File: src/rtl/core/jcpt_pkg.sv
`default_nettype none

package jcpt_pkg;

  // number formats
  localparam int QUAT_FRAC_BITS = 14;
  localparam int QW             = 16;
  localparam int POS_W          = 32;

  // a rounded matrix entry: doubled exact sum of two quaternion products, then >> frac
  localparam int COEF_W  = 2 * QW + 2 - QUAT_FRAC_BITS;
  localparam int MUL_A_W = (COEF_W > QW) ? COEF_W : QW;
  localparam int PROD_W  = MUL_A_W + POS_W;
  localparam int ACC_W   = ((PROD_W + 3) > (POS_W + QUAT_FRAC_BITS + 3)) ?
                           (PROD_W + 3) : (POS_W + QUAT_FRAC_BITS + 3);

  localparam int N_COEF   = 9;
  localparam int COEF_IW  = $clog2(N_COEF);
  localparam int N_AXIS   = 3;
  localparam int AXIS_IW  = $clog2(N_AXIS);
  localparam int PROG_LEN = 35;
  localparam int PC_W     = $clog2(PROG_LEN);

  // matrix entry slots, row major
  localparam logic [COEF_IW-1:0] C11 = COEF_IW'(0);
  localparam logic [COEF_IW-1:0] C12 = COEF_IW'(1);
  localparam logic [COEF_IW-1:0] C13 = COEF_IW'(2);
  localparam logic [COEF_IW-1:0] C21 = COEF_IW'(3);
  localparam logic [COEF_IW-1:0] C22 = COEF_IW'(4);
  localparam logic [COEF_IW-1:0] C23 = COEF_IW'(5);
  localparam logic [COEF_IW-1:0] C31 = COEF_IW'(6);
  localparam logic [COEF_IW-1:0] C32 = COEF_IW'(7);
  localparam logic [COEF_IW-1:0] C33 = COEF_IW'(8);

  localparam logic [AXIS_IW-1:0] AX_X = AXIS_IW'(0);
  localparam logic [AXIS_IW-1:0] AX_Y = AXIS_IW'(1);
  localparam logic [AXIS_IW-1:0] AX_Z = AXIS_IW'(2);

  // multiplier operand a
  typedef enum logic [2:0] {
    A_W, A_X, A_Y, A_Z, A_C
  } a_sel_t;

  // multiplier operand b
  typedef enum logic [2:0] {
    B_W, B_X, B_Y, B_Z, B_PX, B_PY, B_PZ
  } b_sel_t;

  typedef enum logic [2:0] {
    ACC_NOP, ACC_LD, ACC_ADD, ACC_SUB, ACC_LDT
  } acc_op_t;

  typedef enum logic [2:0] {
    WR_NONE, WR_COEF, WR_COEF2, WR_ROW, WR_ROWZ, WR_EMIT
  } wr_t;

  typedef enum logic [1:0] {
    FL_NEXT, FL_END_NLAST, FL_EMIT_END
  } flow_t;

  typedef struct packed {
    a_sel_t              a_sel;
    logic [COEF_IW-1:0]  a_idx;
    b_sel_t              b_sel;
  } mul_ctl_t;

  typedef struct packed {
    acc_op_t             acc_op;
    logic [AXIS_IW-1:0]  t_idx;
    wr_t                 wr;
    logic [COEF_IW-1:0]  wr_idx;
  } act_t;

  typedef struct packed {
    mul_ctl_t mul;
    act_t     act;
    flow_t    flow;
  } ucw_t;

  localparam act_t ACT_NOP = '{acc_op: ACC_NOP, t_idx: AX_X, wr: WR_NONE, wr_idx: C11};

  function automatic ucw_t mk(input a_sel_t a, input logic [COEF_IW-1:0] ai,
                              input b_sel_t b, input acc_op_t op,
                              input logic [AXIS_IW-1:0] ti, input wr_t wr,
                              input logic [COEF_IW-1:0] wi, input flow_t fl);
    ucw_t u;
    u.mul.a_sel  = a;
    u.mul.a_idx  = ai;
    u.mul.b_sel  = b;
    u.act.acc_op = op;
    u.act.t_idx  = ti;
    u.act.wr     = wr;
    u.act.wr_idx = wi;
    u.flow       = fl;
    return u;
  endfunction

  // microprogram: the multiply is issued at the step, the action lands in the next cycle
  function automatic ucw_t jcpt_ucode(input logic [PC_W-1:0] pc);
    ucw_t u;
    u = mk(A_W, C11, B_W, ACC_NOP, AX_X, WR_NONE, C11, FL_NEXT);
    unique case (pc)
      // c11 = ww + xx - yy - zz
      PC_W'(0):  u = mk(A_W, C11, B_W,  ACC_LD,  AX_X, WR_NONE,  C11, FL_NEXT);
      PC_W'(1):  u = mk(A_X, C11, B_X,  ACC_ADD, AX_X, WR_NONE,  C11, FL_NEXT);
      PC_W'(2):  u = mk(A_Y, C11, B_Y,  ACC_SUB, AX_X, WR_NONE,  C11, FL_NEXT);
      PC_W'(3):  u = mk(A_Z, C11, B_Z,  ACC_SUB, AX_X, WR_NONE,  C11, FL_NEXT);
      // c12 = 2(xy - wz)
      PC_W'(4):  u = mk(A_X, C11, B_Y,  ACC_LD,  AX_X, WR_COEF,  C11, FL_NEXT);
      PC_W'(5):  u = mk(A_W, C11, B_Z,  ACC_SUB, AX_X, WR_NONE,  C11, FL_NEXT);
      // c13 = 2(wy + xz)
      PC_W'(6):  u = mk(A_W, C11, B_Y,  ACC_LD,  AX_X, WR_COEF2, C12, FL_NEXT);
      PC_W'(7):  u = mk(A_X, C11, B_Z,  ACC_ADD, AX_X, WR_NONE,  C11, FL_NEXT);
      // c21 = 2(wz + xy)
      PC_W'(8):  u = mk(A_W, C11, B_Z,  ACC_LD,  AX_X, WR_COEF2, C13, FL_NEXT);
      PC_W'(9):  u = mk(A_X, C11, B_Y,  ACC_ADD, AX_X, WR_NONE,  C11, FL_NEXT);
      // c22 = ww - xx + yy - zz
      PC_W'(10): u = mk(A_W, C11, B_W,  ACC_LD,  AX_X, WR_COEF2, C21, FL_NEXT);
      PC_W'(11): u = mk(A_X, C11, B_X,  ACC_SUB, AX_X, WR_NONE,  C11, FL_NEXT);
      PC_W'(12): u = mk(A_Y, C11, B_Y,  ACC_ADD, AX_X, WR_NONE,  C11, FL_NEXT);
      PC_W'(13): u = mk(A_Z, C11, B_Z,  ACC_SUB, AX_X, WR_NONE,  C11, FL_NEXT);
      // c23 = 2(yz - wx)
      PC_W'(14): u = mk(A_Y, C11, B_Z,  ACC_LD,  AX_X, WR_COEF,  C22, FL_NEXT);
      PC_W'(15): u = mk(A_W, C11, B_X,  ACC_SUB, AX_X, WR_NONE,  C11, FL_NEXT);
      // c31 = 2(xz - wy)
      PC_W'(16): u = mk(A_X, C11, B_Z,  ACC_LD,  AX_X, WR_COEF2, C23, FL_NEXT);
      PC_W'(17): u = mk(A_W, C11, B_Y,  ACC_SUB, AX_X, WR_NONE,  C11, FL_NEXT);
      // c32 = 2(wx + yz)
      PC_W'(18): u = mk(A_W, C11, B_X,  ACC_LD,  AX_X, WR_COEF2, C31, FL_NEXT);
      PC_W'(19): u = mk(A_Y, C11, B_Z,  ACC_ADD, AX_X, WR_NONE,  C11, FL_NEXT);
      // c33 = ww - xx - yy + zz
      PC_W'(20): u = mk(A_W, C11, B_W,  ACC_LD,  AX_X, WR_COEF2, C32, FL_NEXT);
      PC_W'(21): u = mk(A_X, C11, B_X,  ACC_SUB, AX_X, WR_NONE,  C11, FL_NEXT);
      PC_W'(22): u = mk(A_Y, C11, B_Y,  ACC_SUB, AX_X, WR_NONE,  C11, FL_NEXT);
      PC_W'(23): u = mk(A_Z, C11, B_Z,  ACC_ADD, AX_X, WR_NONE,  C11, FL_NEXT);
      // x row
      PC_W'(24): u = mk(A_C, C11, B_PX, ACC_LDT, AX_X, WR_COEF,  C33, FL_NEXT);
      PC_W'(25): u = mk(A_C, C12, B_PY, ACC_ADD, AX_X, WR_NONE,  C11, FL_NEXT);
      PC_W'(26): u = mk(A_C, C13, B_PZ, ACC_ADD, AX_X, WR_NONE,  C11, FL_NEXT);
      // y row
      PC_W'(27): u = mk(A_C, C21, B_PX, ACC_LDT, AX_Y, WR_ROW,   C11, FL_NEXT);
      PC_W'(28): u = mk(A_C, C22, B_PY, ACC_ADD, AX_X, WR_NONE,  C11, FL_NEXT);
      PC_W'(29): u = mk(A_C, C23, B_PZ, ACC_ADD, AX_X, WR_NONE,  C11, FL_NEXT);
      // z row
      PC_W'(30): u = mk(A_C, C31, B_PX, ACC_LDT, AX_Z, WR_ROW,   C12, FL_NEXT);
      PC_W'(31): u = mk(A_C, C32, B_PY, ACC_ADD, AX_X, WR_NONE,  C11, FL_NEXT);
      PC_W'(32): u = mk(A_C, C33, B_PZ, ACC_ADD, AX_X, WR_NONE,  C11, FL_NEXT);
      // commit the new point, stop here unless the chain ends
      PC_W'(33): u = mk(A_W, C11, B_W,  ACC_NOP, AX_X, WR_ROWZ,  C11, FL_END_NLAST);
      PC_W'(34): u = mk(A_W, C11, B_W,  ACC_NOP, AX_X, WR_EMIT,  C11, FL_EMIT_END);
      default:   u = mk(A_W, C11, B_W,  ACC_NOP, AX_X, WR_NONE,  C11, FL_EMIT_END);
    endcase
    return u;
  endfunction

endpackage

`default_nettype wire

File: src/rtl/core/jcpt_in_if.sv
`default_nettype none

interface jcpt_in_if;
  logic                                valid;
  logic                                ready;
  logic signed [jcpt_pkg::QW-1:0]      rot_w;
  logic signed [jcpt_pkg::QW-1:0]      rot_x;
  logic signed [jcpt_pkg::QW-1:0]      rot_y;
  logic signed [jcpt_pkg::QW-1:0]      rot_z;
  logic signed [jcpt_pkg::POS_W-1:0]   off_x;
  logic signed [jcpt_pkg::POS_W-1:0]   off_y;
  logic signed [jcpt_pkg::POS_W-1:0]   off_z;
  logic                                last_in_chain;

  modport source (
    output valid, rot_w, rot_x, rot_y, rot_z, off_x, off_y, off_z, last_in_chain,
    input  ready
  );
  modport sink (
    input  valid, rot_w, rot_x, rot_y, rot_z, off_x, off_y, off_z, last_in_chain,
    output ready
  );
endinterface

`default_nettype wire

File: src/rtl/core/jcpt_out_if.sv
`default_nettype none

interface jcpt_out_if;
  logic                                valid;
  logic                                ready;
  logic signed [jcpt_pkg::POS_W-1:0]   pos_x;
  logic signed [jcpt_pkg::POS_W-1:0]   pos_y;
  logic signed [jcpt_pkg::POS_W-1:0]   pos_z;
  logic                                saturated;

  modport source (
    output valid, pos_x, pos_y, pos_z, saturated,
    input  ready
  );
  modport sink (
    input  valid, pos_x, pos_y, pos_z, saturated,
    output ready
  );
endinterface

`default_nettype wire

File: src/rtl/core/jcpt_seq.sv
`default_nettype none

module jcpt_seq (
  input  wire logic               clk,
  input  wire logic               rst_n,
  input  wire logic               in_fire,
  input  wire logic               in_last,
  input  wire logic               out_busy,
  output logic                    in_ready,
  output jcpt_pkg::mul_ctl_t      mul_ctl,
  output jcpt_pkg::act_t          act
);
  import jcpt_pkg::*;

  logic            busy_r, busy_nxt;
  logic [PC_W-1:0] pc_r, pc_nxt;
  logic            last_r;
  act_t            act_r, act_nxt;
  ucw_t            word;

  assign word     = jcpt_ucode(pc_r);
  assign mul_ctl  = word.mul;
  assign act      = act_r;
  assign in_ready = ~busy_r;

  always_ff @(posedge clk) begin
    if (!rst_n) begin
      busy_r <= 1'b0;
      pc_r   <= '0;
      act_r  <= ACT_NOP;
    end else begin
      busy_r <= busy_nxt;
      pc_r   <= pc_nxt;
      act_r  <= act_nxt;
    end
  end

  always_ff @(posedge clk) begin
    if (in_fire) begin
      last_r <= in_last;
    end
  end

  always_comb begin
    busy_nxt = busy_r;
    pc_nxt   = pc_r;
    act_nxt  = ACT_NOP;
    if (!busy_r) begin
      if (in_fire) begin
        busy_nxt = 1'b1;
        pc_nxt   = '0;
      end
    end else begin
      act_nxt = word.act;
      unique case (word.flow)
        FL_NEXT: begin
          pc_nxt = pc_r + PC_W'(1);
        end
        FL_END_NLAST: begin
          if (last_r) begin
            pc_nxt = pc_r + PC_W'(1);
          end else begin
            busy_nxt = 1'b0;
          end
        end
        FL_EMIT_END: begin
          // hold until the result register is free
          if (out_busy) begin
            act_nxt = ACT_NOP;
          end else begin
            busy_nxt = 1'b0;
          end
        end
        default: begin
          busy_nxt = 1'b0;
        end
      endcase
    end
  end

endmodule

`default_nettype wire

File: src/rtl/core/jcpt_dp.sv
`default_nettype none

module jcpt_dp (
  input  wire logic                                clk,
  input  wire logic                                rst_n,
  input  wire logic                                in_fire,
  input  wire logic signed [jcpt_pkg::QW-1:0]      rot_w,
  input  wire logic signed [jcpt_pkg::QW-1:0]      rot_x,
  input  wire logic signed [jcpt_pkg::QW-1:0]      rot_y,
  input  wire logic signed [jcpt_pkg::QW-1:0]      rot_z,
  input  wire logic signed [jcpt_pkg::POS_W-1:0]   off_x,
  input  wire logic signed [jcpt_pkg::POS_W-1:0]   off_y,
  input  wire logic signed [jcpt_pkg::POS_W-1:0]   off_z,
  input  wire jcpt_pkg::mul_ctl_t                  mul_ctl,
  input  wire jcpt_pkg::act_t                      act,
  input  wire logic                                out_ready,
  output logic                                     out_valid,
  output logic signed [jcpt_pkg::POS_W-1:0]        pos_x,
  output logic signed [jcpt_pkg::POS_W-1:0]        pos_y,
  output logic signed [jcpt_pkg::POS_W-1:0]        pos_z,
  output logic                                     saturated,
  output logic                                     out_busy
);
  import jcpt_pkg::*;

  localparam logic signed [ACC_W-1:0] RND     = ACC_W'(1) << (QUAT_FRAC_BITS - 1);
  localparam logic signed [ACC_W-1:0] POS_MAX = {{(ACC_W-POS_W+1){1'b0}}, {(POS_W-1){1'b1}}};
  localparam logic signed [ACC_W-1:0] POS_MIN = {{(ACC_W-POS_W+1){1'b1}}, {(POS_W-1){1'b0}}};
  localparam logic signed [POS_W-1:0] SAT_HI  = {1'b0, {(POS_W-1){1'b1}}};
  localparam logic signed [POS_W-1:0] SAT_LO  = {1'b1, {(POS_W-1){1'b0}}};

  // captured item
  logic signed [QW-1:0]     qw_r, qx_r, qy_r, qz_r;
  logic signed [POS_W-1:0]  t_r [N_AXIS];

  logic signed [MUL_A_W-1:0] mul_a;
  logic signed [POS_W-1:0]   mul_b;
  logic signed [PROD_W-1:0]  prod_r;
  logic signed [ACC_W-1:0]   acc_r, acc_nxt;
  logic signed [ACC_W-1:0]   prod_ext, t_ext;
  logic signed [COEF_W-1:0]  coef_r [N_COEF];

  logic signed [ACC_W-1:0]   coef_v, coef_sum, coef_sh;
  logic signed [ACC_W-1:0]   row_sum, row_sh;
  logic signed [POS_W-1:0]   row_val;
  logic                      row_sat;

  // point being built, and the committed point
  logic signed [POS_W-1:0]   n_r [2];
  logic signed [POS_W-1:0]   px_r, py_r, pz_r;
  logic                      sat_r;

  logic                      out_valid_r;
  logic signed [POS_W-1:0]   ox_r, oy_r, oz_r;
  logic                      osat_r;

  always_ff @(posedge clk) begin
    if (in_fire) begin
      qw_r      <= rot_w;
      qx_r      <= rot_x;
      qy_r      <= rot_y;
      qz_r      <= rot_z;
      t_r[AX_X] <= off_x;
      t_r[AX_Y] <= off_y;
      t_r[AX_Z] <= off_z;
    end
  end

  // shared multiplier operands
  always_comb begin
    case (mul_ctl.a_sel)
      A_W:     mul_a = MUL_A_W'(qw_r);
      A_X:     mul_a = MUL_A_W'(qx_r);
      A_Y:     mul_a = MUL_A_W'(qy_r);
      A_Z:     mul_a = MUL_A_W'(qz_r);
      A_C:     mul_a = MUL_A_W'(coef_r[mul_ctl.a_idx]);
      default: mul_a = '0;
    endcase
    case (mul_ctl.b_sel)
      B_W:     mul_b = POS_W'(qw_r);
      B_X:     mul_b = POS_W'(qx_r);
      B_Y:     mul_b = POS_W'(qy_r);
      B_Z:     mul_b = POS_W'(qz_r);
      B_PX:    mul_b = px_r;
      B_PY:    mul_b = py_r;
      B_PZ:    mul_b = pz_r;
      default: mul_b = '0;
    endcase
  end

  always_ff @(posedge clk) begin
    prod_r <= mul_a * mul_b;
    acc_r  <= acc_nxt;
  end

  assign prod_ext = ACC_W'(prod_r);
  assign t_ext    = ACC_W'(t_r[act.t_idx]) <<< QUAT_FRAC_BITS;

  always_comb begin
    case (act.acc_op)
      ACC_LD:  acc_nxt = prod_ext;
      ACC_ADD: acc_nxt = acc_r + prod_ext;
      ACC_SUB: acc_nxt = acc_r - prod_ext;
      ACC_LDT: acc_nxt = t_ext + prod_ext;
      default: acc_nxt = acc_r;
    endcase
  end

  // matrix entry: optional doubling, round half up
  assign coef_v   = (act.wr == WR_COEF2) ? (acc_r <<< 1) : acc_r;
  assign coef_sum = coef_v + RND;
  assign coef_sh  = coef_sum >>> QUAT_FRAC_BITS;

  // coordinate: round half up, clamp to 32 bits
  assign row_sum = acc_r + RND;
  assign row_sh  = row_sum >>> QUAT_FRAC_BITS;

  always_comb begin
    row_sat = 1'b1;
    if (row_sh > POS_MAX) begin
      row_val = SAT_HI;
    end else if (row_sh < POS_MIN) begin
      row_val = SAT_LO;
    end else begin
      row_val = row_sh[POS_W-1:0];
      row_sat = 1'b0;
    end
  end

  always_ff @(posedge clk) begin
    if ((act.wr == WR_COEF) || (act.wr == WR_COEF2)) begin
      coef_r[act.wr_idx] <= coef_sh[COEF_W-1:0];
    end
    if (act.wr == WR_ROW) begin
      n_r[act.wr_idx[0]] <= row_val;
    end
  end

  always_ff @(posedge clk) begin
    if (!rst_n) begin
      px_r        <= '0;
      py_r        <= '0;
      pz_r        <= '0;
      sat_r       <= 1'b0;
      out_valid_r <= 1'b0;
    end else begin
      if (out_valid_r && out_ready) begin
        out_valid_r <= 1'b0;
      end
      case (act.wr)
        WR_ROW: begin
          sat_r <= sat_r | row_sat;
        end
        WR_ROWZ: begin
          px_r  <= n_r[0];
          py_r  <= n_r[1];
          pz_r  <= row_val;
          sat_r <= sat_r | row_sat;
        end
        WR_EMIT: begin
          out_valid_r <= 1'b1;
          px_r        <= '0;
          py_r        <= '0;
          pz_r        <= '0;
          sat_r       <= 1'b0;
        end
        default: begin
        end
      endcase
    end
  end

  always_ff @(posedge clk) begin
    if (act.wr == WR_EMIT) begin
      ox_r   <= px_r;
      oy_r   <= py_r;
      oz_r   <= pz_r;
      osat_r <= sat_r;
    end
  end

  assign out_valid = out_valid_r;
  assign pos_x     = ox_r;
  assign pos_y     = oy_r;
  assign pos_z     = oz_r;
  assign saturated = osat_r;
  assign out_busy  = out_valid_r & ~out_ready;

endmodule

`default_nettype wire

File: src/rtl/core/joint_chain_point_transform_top.sv
`default_nettype none

// channel   dir  handshake     payload
// in_ch     in   valid/ready   rot_w rot_x rot_y rot_z off_x off_y off_z last_in_chain
// out_ch    out  valid/ready   pos_x pos_y pos_z saturated
//
// one request at a time: ready stays low while a joint is processed, the last joint of a
// chain taking an extra emit step; the single 20x32 multiplier does one product a cycle
// (24 quaternion products per matrix, squares taken again for each diagonal entry,
// 9 for the point)
// rst_n is synchronous: point and saturation flag return to zero, no result pending
// a result waits in an output register; only the emit step stalls on out_ch.ready

module joint_chain_point_transform_top (
  input  wire logic   clk,
  input  wire logic   rst_n,
  jcpt_in_if.sink     in_ch,
  jcpt_out_if.source  out_ch
);
  import jcpt_pkg::*;

  logic     in_fire;
  logic     in_ready;
  logic     out_busy;
  mul_ctl_t mul_ctl;
  act_t     act;

  // request accepted when both sides agree
  assign in_fire     = in_ch.valid & in_ready;
  assign in_ch.ready = in_ready;

  // microprogram sequencer: step counter, control word table, branch on end of chain
  jcpt_seq u_seq (
    .clk      (clk),
    .rst_n    (rst_n),
    .in_fire  (in_fire),
    .in_last  (in_ch.last_in_chain),
    .out_busy (out_busy),
    .in_ready (in_ready),
    .mul_ctl  (mul_ctl),
    .act      (act)
  );

  // datapath: shared multiplier, accumulator, matrix entries, point and result
  jcpt_dp u_dp (
    .clk       (clk),
    .rst_n     (rst_n),
    .in_fire   (in_fire),
    .rot_w     (in_ch.rot_w),
    .rot_x     (in_ch.rot_x),
    .rot_y     (in_ch.rot_y),
    .rot_z     (in_ch.rot_z),
    .off_x     (in_ch.off_x),
    .off_y     (in_ch.off_y),
    .off_z     (in_ch.off_z),
    .mul_ctl   (mul_ctl),
    .act       (act),
    .out_ready (out_ch.ready),
    .out_valid (out_ch.valid),
    .pos_x     (out_ch.pos_x),
    .pos_y     (out_ch.pos_y),
    .pos_z     (out_ch.pos_z),
    .saturated (out_ch.saturated),
    .out_busy  (out_busy)
  );

endmodule

`default_nettype wire

File: src/flat_wrapper.sv
// flat-port wrapper written by rule: the top's interface ports become plain ports
module joint_chain_point_transform_top_flat import jcpt_pkg::*;
  (clk, rst_n, in_ch_valid, in_ch_rot_w, in_ch_rot_x, in_ch_rot_y, in_ch_rot_z, in_ch_off_x, in_ch_off_y, in_ch_off_z, in_ch_last_in_chain, in_ch_ready, out_ch_valid, out_ch_pos_x, out_ch_pos_y, out_ch_pos_z, out_ch_saturated, out_ch_ready);
  jcpt_in_if in_ch_i ();
  jcpt_out_if out_ch_i ();
  input  wire logic clk;
  input  wire logic rst_n;
  input wire logic [$bits(in_ch_i.valid)-1:0] in_ch_valid;
  input wire logic [$bits(in_ch_i.rot_w)-1:0] in_ch_rot_w;
  input wire logic [$bits(in_ch_i.rot_x)-1:0] in_ch_rot_x;
  input wire logic [$bits(in_ch_i.rot_y)-1:0] in_ch_rot_y;
  input wire logic [$bits(in_ch_i.rot_z)-1:0] in_ch_rot_z;
  input wire logic [$bits(in_ch_i.off_x)-1:0] in_ch_off_x;
  input wire logic [$bits(in_ch_i.off_y)-1:0] in_ch_off_y;
  input wire logic [$bits(in_ch_i.off_z)-1:0] in_ch_off_z;
  input wire logic [$bits(in_ch_i.last_in_chain)-1:0] in_ch_last_in_chain;
  output wire logic [$bits(in_ch_i.ready)-1:0] in_ch_ready;
  output wire logic [$bits(out_ch_i.valid)-1:0] out_ch_valid;
  output wire logic [$bits(out_ch_i.pos_x)-1:0] out_ch_pos_x;
  output wire logic [$bits(out_ch_i.pos_y)-1:0] out_ch_pos_y;
  output wire logic [$bits(out_ch_i.pos_z)-1:0] out_ch_pos_z;
  output wire logic [$bits(out_ch_i.saturated)-1:0] out_ch_saturated;
  input wire logic [$bits(out_ch_i.ready)-1:0] out_ch_ready;
  assign in_ch_i.valid = in_ch_valid;
  assign in_ch_i.rot_w = in_ch_rot_w;
  assign in_ch_i.rot_x = in_ch_rot_x;
  assign in_ch_i.rot_y = in_ch_rot_y;
  assign in_ch_i.rot_z = in_ch_rot_z;
  assign in_ch_i.off_x = in_ch_off_x;
  assign in_ch_i.off_y = in_ch_off_y;
  assign in_ch_i.off_z = in_ch_off_z;
  assign in_ch_i.last_in_chain = in_ch_last_in_chain;
  assign in_ch_ready = in_ch_i.ready;
  assign out_ch_valid = out_ch_i.valid;
  assign out_ch_pos_x = out_ch_i.pos_x;
  assign out_ch_pos_y = out_ch_i.pos_y;
  assign out_ch_pos_z = out_ch_i.pos_z;
  assign out_ch_saturated = out_ch_i.saturated;
  assign out_ch_i.ready = out_ch_ready;
  joint_chain_point_transform_top u_core (.clk(clk), .rst_n(rst_n), .in_ch(in_ch_i), .out_ch(out_ch_i));
endmodule
File: config.mk
export PLATFORM = sky130hd
export DESIGN_NAME = joint_chain_point_transform_top_flat
export DESIGN_NICKNAME = d
export VERILOG_FILES = /design/src/rtl/core/jcpt_pkg.sv /design/src/rtl/core/jcpt_in_if.sv /design/src/rtl/core/jcpt_out_if.sv /design/src/rtl/core/jcpt_seq.sv /design/src/rtl/core/jcpt_dp.sv /design/src/rtl/core/joint_chain_point_transform_top.sv /design/src/flat_wrapper.sv
export SDC_FILE = /design/constraint.sdc
export NUM_CORES = 2
export LEC_CHECK = 0
export BUFFER_PORTS_ARGS = -buffer_cell sky130_fd_sc_hd__buf_4
export CAP_MARGIN = 25
export CORE_MARGIN = 2
export CORE_UTILIZATION = 55
export CTS_CLUSTER_DIAMETER = 150
export DETAILED_ROUTE_END_ITERATION = 7
export PLACE_DENSITY = 0.75
export REMOVE_ABC_BUFFERS = 1
export SYNTH_ARGS = -nofsm -noshare
export SYNTH_HDL_FRONTEND = slang
export SYNTH_SLANG_ARGS = --single-unit
export TNS_END_PERCENT = 5
File: constraint.sdc
create_clock -name clk -period 9 [get_ports clk]
set_clock_uncertainty 0.05 [all_clocks]
set_input_delay 2.7 -clock clk [delete_from_list [all_inputs] [get_ports clk]]
set_output_delay 2.7 -clock clk [all_outputs]
set_load 0.02 [all_outputs]
After elaboration in Yosys (flattened, before gate mapping). Memories as Yosys holds them, arrays and structs flattened. A register that Yosys moved wholly into a read port is not among the register bits. Cells that the tools add are included.

ROM bits: 1536. RAM bits: 340. Memories: 4. Flip-flop bits (word level): 384. Input bits: 165. Bits in latches: 0.

Multiply operators: 1. Shift-type cells: 0. Reduce and logical (&&, ||, !) cells: 13. Add/sub/neg operators: 6. Eq/ne operators: 23. Multiplexer cells: 33. $lt $le $gt $ge: 2. Bitwise logic cells: 5. Div/mod/pow operators: 0.

Memories: (no name shown) (depth 64, width 24, rd ports 1, clocked after Yosys merged registers in 1, wr ports 0, RTL line jcpt_pkg.sv:102) `unique case (pc)`; u_core.u_dp.coef_r (depth 9, width 20, rd ports 1, clocked after Yosys merged registers in 0, wr ports 1, RTL line jcpt_dp.sv:41) `logic signed [COEF_W-1:0] coef_r [N_COEF];`; u_core.u_dp.t_r (depth 3, width 32, rd ports 1, clocked after Yosys merged registers in 1, wr ports 3, RTL line jcpt_dp.sv:34) `logic signed [POS_W-1:0] t_r [N_AXIS];`; u_core.u_dp.n_r (depth 2, width 32, rd ports 2, clocked after Yosys merged registers in 0, wr ports 1, RTL line jcpt_dp.sv:49) `logic signed [POS_W-1:0] n_r [2];`.

Operators with widths (count): one-hot mux 32 bit (7 select lines) (1); one-hot mux 55 bit (4 select lines) (1); one-hot mux 32 bit (2 select lines) (3); one-hot mux 20 bit (5 select lines) (1); two-way mux 32 bit (2); adder 55 x 15 -> 55 bit (second input constant) (1); adder 55 x 52 -> 55 bit (1); subtractor 55 x 52 -> 55 bit (1); adder 46 x 52 -> 53 bit (1); multiplier 20 x 32 -> 52 bit (1); greater-than comparator 41 x 32 -> 1 bit (second input constant) (1); < comparator 41 x 32 -> 1 bit (second input constant) (1); adder 34 x 15 -> 34 bit (second input constant) (1); two-way mux 34 bit (1); two-way mux 6 bit (5); equality test 3 x 2 -> 1 bit (second input constant) (8); two-way mux 12 bit (2); equality test 3 bit (second input constant) (7); two-way mux 1 bit (13); equality test 3 x 1 -> 1 bit (second input constant) (4); one-hot mux 6 bit (2 select lines) (1); nonzero test 2 bit (4); adder 6 x 1 -> 6 bit (second input constant) (1); zero test 3 bit (2); other kinds (17) (19).

Longest topological paths before layout.
Depth after elaboration: 6. Mapped depth: 36. Gate-level depth less buffers: 32.

Modules after synthesis. A second synthesis with hierarchy kept.

Cells, all modules: 5719. Area, all modules: 59271.8 um^2.

By module, submodules not included: jcpt_dp (cells an instance 5476, times used 1, area each 57015.9 um^2); jcpt_seq (cells an instance 242, times used 1, area each 2249.7 um^2); joint_chain_point_transform_top (cells an instance 1, times used 1, area each 6.3 um^2).

Worst setup path after synthesis. Ideal clock, no wire load.

Path type: flip-flop to flip-flop. Start: register, netlist name u_core.u_seq.word[17]. End: register u_core.u_dp.prod_r[42]. Arrival: 8.630 ns. Period minus slack after synthesis: 8.798 ns. Path slack: 0.202 ns. Cell stages (with the launch flop): 33. Library setup time: 0.119 ns. Cells stage by stage: dfxtp_1 -> clkbuf_1 -> buf_1 -> mux4_2 -> mux2i_1 -> nor2_1 -> a21oi_1 -> nor2_1 -> a21oi_1 -> clkbuf_1 -> nor2_1 -> fa_1 -> inv_1 -> fa_1 -> fa_1 -> inv_1 -> fa_1 -> fa_1 -> fa_1 -> inv_1 -> fa_1 -> inv_1 -> ha_1 -> nand4_1 -> nor3_1 -> or3b_1 -> a311oi_1 -> o21ai_1 -> o31a_1 -> o21ai_1 -> a21o_1 -> a21oi_1 -> xnor2_1.

Longest elaborated chain between the ends: 3.

Ends and longest elaborated chain: memory (9 x 20 bit); one-hot mux 20 bit (5 select lines) (RTL line jcpt_dp.sv:71) `case (mul_ctl.a_sel)`; multiplier 20 x 32 -> 52 bit (RTL line jcpt_dp.sv:92) `prod_r <= mul_a * mul_b;`; end signal: assignment (RTL line jcpt_dp.sv:92); end: declaration (RTL line jcpt_dp.sv:38) `logic signed [PROD_W-1:0] prod_r;`.

No other way between the ends. A chain may end at the register's enable or synchronous reset.

Final worst setup path.
Start: register, netlist name u_core.u_seq.word[14]. End: register u_core.u_dp.prod_r[50].

Longest elaborated chain between the ends: 3. Elaborated cells between the ends (all ways): 9. Classes of those cells: 1 x mul; 6 x eq/ne; 1 x mux; 1 x reduce/logical.

Ends and longest elaborated chain: equality test 3 bit (tied with other cells) (RTL line jcpt_dp.sv:79) `case (mul_ctl.b_sel)`; one-hot mux 32 bit (7 select lines) (*) (RTL line jcpt_dp.sv:79); multiplier 20 x 32 -> 52 bit (*) (RTL line jcpt_dp.sv:92).

Every way passes the cells marked *; elsewhere a longest branch is shown, timed or not.

==> impl_metrics.sql <==
INSERT INTO impl_metrics (metric_group, metric, value, unit) VALUES
('status', 'status', 'finished clean', ''),
('floorplanning', 'core-area', '105100', 'µm²'),
('timing', 'slew-limit-headroom', '23.58', '%'),
('global_routing', 'largest_net_degree_at_the_start_of_global_routing', '102', ''),
('synth', 'ys.warnings.count', '0', ''),
('clock_network', 'hold_buffers', '0', ''),
('worst_setup_path', 'crit_arrival', '9170', 'ps'),
('clock_network', 'cts.reportedPaths.clkPinSlew', '70', 'ps'),
('drt', 'drt_pass1_iterations', '6', ''),
('placed_design', 'dp.final_hpwl', '132.5', 'mm'),
('synth', 'synthesis.instances', '5618', ''),
('timing', 'hold_violations', '0', ''),
('clock_network', 'clk_latency', '680', 'ps'),
('run', 'maxCapViolations', '0', ''),
('synth', 'ys_async_rst_share', '0', '%'),
('synth', 'synth.ff_latch_count', '749', ''),
('placed_design', 'gp_congestion', '0.9770', ''),
('global_routing', 'antenna_found_initial', '1', ''),
('min_path', 'min_path_type', 'reg -> reg', ''),
('synth', 'synth_edf_count', '557', ''),
('worst_setup_path', 'crit_path_end_kind', 'register', ''),
('timing', 'fin_worst_hold_slack', '370.8', 'ps'),
('drt', 'drt.antenna.violating_nets', '0', ''),
('synth', 'syn_area_per_cell', '10.35', 'µm²'),
('worst_setup_path', 'path_max_fanout', '29', ''),
('timing', 'highest_achievable_clock_rate', '0.1149', 'GHz'),
('timing', 'slew_viol_final', '0', ''),
('synth', 'sequential_element_share_of_the_synthesized_area', '35.39', '%'),
('worst_setup_path', 'cp.required', '9470', 'ps'),
('clock_network', 'clock_path_buffers', '3', ''),
('final_layout', 'area_delta_synth_final', '13.61', '%'),
('synth', 'synth_area_leaders', 'sky130_fd_sc_hd__edfxtp_1, sky130_fd_sc_hd__fa_1, sky130_fd_sc_hd__dfxtp_1', ''),
('synth', 'netlist.top_cell.by_area', 'sky130_fd_sc_hd__edfxtp_1', ''),
('drt', 'total_number_of_vias', '43310', ''),
('worst_setup_path', 'critical_path.most_common_cell', 'sky130_fd_sc_hd__fa_1', ''),
('clock_network', 'cts_root_buf', 'sky130_fd_sc_hd__clkbuf_16', ''),
('timing', 'tns', '0', 'ps'),
('timing', 'worst_pin_slew', '1134', 'ps'),
('drt', 'iter_0_drt_violations', '4631', ''),
('worst_setup_path', 'timing_worst_setup_path_type', 'reg -> reg', ''),
('drt', 'post_drt_wl_per_cell', '22.98', 'µm'),
('drt', 'totalWireLength', '170.4', 'mm'),
('worst_setup_path', 'timing.critical_path.from_type', 'register', ''),
('clock_network', 'clock_sink_count', '749', ''),
('floorplanning', 'die_h', '329.1', 'µm'),
('synth', 'yosys.cell_types.count', '86', ''),
('worst_setup_path', 'worst_path_max_delay_cell', 'sky130_fd_sc_hd__fa_1', ''),
('timing', 'unrepaired_setup_endpoints_after_global_routing', 'yes', ''),
('clock_network', 'cts_inserted_buffers', '75', ''),
('synth', 'yosys_most_used_dff', 'sky130_fd_sc_hd__edfxtp_1', ''),
('floorplanning', 'die_ar', '108300', 'µm²'),
('synth', 'mappedNetlistArea', '58120', 'µm²'),
('synth', 'synth_top_area_share', '28.78', '%'),
('placed_design', 'number_of_buffers_added_on_ports', '263', ''),
('floorplanning', 'floorplan.initialDensity', '55.29', '%'),
('final_layout', 'final_nets', '6998', ''),
('final_layout', 'drive_gt1_share', '13.64', '%'),
('timing', 'timing.final.crit_period', '8706', 'ps'),
('timing', 'finalCritPeriodShare', '96.73', '%'),
('floorplanning', 'die_w', '329.1', 'µm'),
('global_routing', 'grt_pass1_wl', '261.5', 'mm'),
('floorplanning', 'placement_rows', '119', ''),
('global_routing', 'grt_pass1_vias', '43560', ''),
('floorplanning', 'top_level_ports', '264', ''),
('drt', 'remaining_drc_errors', '0', ''),
('timing', 'setup_violations', '0', ''),
('worst_setup_path', 'cp_slowest_stage_delay', '550', 'ps'),
('global_routing', 'global_route.overflow_total', '0', ''),
('drt', 'avgViaCountPerCell', '5.842', ''),
('clock_network', 'cts_max_level', '3', ''),
('global_routing', 'grt_usage', '31.89', '%'),
('clock_network', 'cts_tree', 'done', '');
## critical path: cells and delay by family (launching register included)
| kind | cells | cell delay (ps) |
|---|---|---|
| compound gates | 7 | 1370 |
| flops | 1 | 390 |
| mux | 1 | 210 |
| simple gates | 7 | 1360 |
| fa+ha+maj | 8 | 3950 |
| xor+xnor | 1 | 120 |
| buf+inv | 8 | 1090 |
## area by class of cell
cell class / count / area (µm²)
repair buffers: 536 / 4373
clock buffers: 93 / 2088
diodes: 2 / 5.005
clock inverters: 44 / 461.7
inverters: 830 / 3120
fillers: 8375 / 39090
flip-flops and latches: 749 / 20580
multi-input cells: 3768 / 33660
well taps: 1391 / 1740
## state kept, by name, indices dropped and copies added (netlist names), 52 cells and up, named ones only
name and flops:
u_core.u_dp.coef_r 180, u_core.u_dp.t_r 96, u_core.u_dp.n_r 64, u_core.u_dp.acc_r 55, u_core.u_dp.prod_r 52
## cell usage after synthesis (all sizes together) (15+ instances only)
| library cell | count |
|---|---|
| dfxtp | 192 |
| and2 | 61 |
| o21a | 23 |
| nand2b | 70 |
| nor2 | 486 |
| fa | 638 |
| o211ai | 38 |
| a31oi | 23 |
| ha | 235 |
| o31ai | 18 |
| nand3 | 68 |
| o21bai | 15 |
| nor3b | 74 |
| nor2b | 88 |
| xor2 | 117 |
| mux2i | 105 |
| inv | 828 |
| nand4 | 41 |
| o21ai | 258 |
| nand2 | 549 |
| mux4 | 68 |
| xnor2 | 140 |
| a22oi | 33 |
| and3 | 40 |
| edfxtp | 557 |
| nor3 | 35 |
| clkbuf | 228 |
| buf | 43 |
| a21oi | 279 |
| a21o | 84 |
## through the flow
step	worst slack, ps	cell area [µm²]	std cells	util, %
after floorplan	-1466	57070	5347	-
after global placement	161.4	63230	7268	60.15
after detailed placement	23.99	63250	7269	60.17
after CTS	39.04	65800	7406	62.60
after global routing	-95.42	66020	7411	62.81
final	294.4	66030	7413	62.81
## path summary, 6_finish.rpt
path | from | to | slack [ps] | cells past startpoint
hold reg to reg | u_core.u_seq.word[7]$_SDFF_PP0_ | u_core.u_seq.act[5]$_SDFF_PN0_ | 370 | 1
setup / recovery | u_core.u_seq.word[14]$_SDFF_PP0_ | u_core.u_dp.prod_r[50]$_DFF_P_ | 290 | 32
hold / removal | u_core.u_seq.word[7]$_SDFF_PP0_ | u_core.u_seq.act[5]$_SDFF_PN0_ | 370 | 1
setup reg to reg | u_core.u_seq.word[14]$_SDFF_PP0_ | u_core.u_dp.prod_r[50]$_DFF_P_ | 290 | 32
## repair_timing
| item | CTS | global route |
|---|---|---|
| hold endpoints to repair | 0 | 0 |
| gates cloned | 0 | 1 |
| buffers inserted | 0 | 3 |
| gates resized for setup | 1 | 28 |
| endpoints found under the setup margin | 1 | 16 |
| pin swaps | 0 | 2 |
## logic make-up (layout without fill, tap and decap cells)
logic type,Yosys count,count (layout),synth area share [%]
simple gates,1582,1582,12.76
buf+inv,1101,1503,7.167
fa+ha+maj,873,873,27.03
compound gates,870,870,9.083
flops,749,749,35.39
xor+xnor,257,257,3.873
mux,186,186,4.695
other cells,0,2,0
## cell usage in the layout (no fill, tap or decap), types with 13 or more instances in the layout
cell | Yosys | final
sky130_fd_sc_hd__inv_1 | 828 | 826
sky130_fd_sc_hd__fa_1 | 638 | 638
sky130_fd_sc_hd__edfxtp_1 | 557 | 557
sky130_fd_sc_hd__nand2_1 | 547 | 547
sky130_fd_sc_hd__buf_4 | 3 | 506
sky130_fd_sc_hd__nor2_1 | 486 | 482
sky130_fd_sc_hd__a21oi_1 | 279 | 268
sky130_fd_sc_hd__o21ai_0 | 245 | 242
sky130_fd_sc_hd__ha_1 | 235 | 235
sky130_fd_sc_hd__dfxtp_1 | 192 | 186
sky130_fd_sc_hd__xnor2_1 | 140 | 139
sky130_fd_sc_hd__xor2_1 | 117 | 117
sky130_fd_sc_hd__mux2i_1 | 105 | 105
sky130_fd_sc_hd__nor2b_1 | 88 | 86
sky130_fd_sc_hd__a21o_1 | 84 | 84
sky130_fd_sc_hd__clkbuf_16 | 0 | 79
sky130_fd_sc_hd__nor3b_1 | 74 | 71
sky130_fd_sc_hd__mux4_2 | 68 | 68
sky130_fd_sc_hd__nand2b_1 | 70 | 68
sky130_fd_sc_hd__nand3_1 | 68 | 68
sky130_fd_sc_hd__and2_1 | 61 | 61
sky130_fd_sc_hd__nand4_1 | 40 | 40
sky130_fd_sc_hd__and3_1 | 40 | 40
sky130_fd_sc_hd__o211ai_1 | 38 | 38
sky130_fd_sc_hd__a22oi_1 | 33 | 33
sky130_fd_sc_hd__nor3_1 | 34 | 32
sky130_fd_sc_hd__buf_12 | 0 | 25
sky130_fd_sc_hd__o21a_1 | 23 | 23
sky130_fd_sc_hd__a31oi_1 | 23 | 22
sky130_fd_sc_hd__o31ai_1 | 18 | 18
sky130_fd_sc_hd__o21bai_1 | 15 | 15
sky130_fd_sc_hd__clkinv_2 | 0 | 15
sky130_fd_sc_hd__or2_2 | 13 | 13
sky130_fd_sc_hd__a211oi_1 | 13 | 13
## routing by layer
metal	GRT usage, %	share of wire (%)
met1	43.00	39
met2	50.20	46
met3	6.883	10
met4	13.56	5.0
met5	0	0.0065
Power is not shown: default switching activity piles up to over one toggle a cycle in this logic, so the estimate is an artifact.
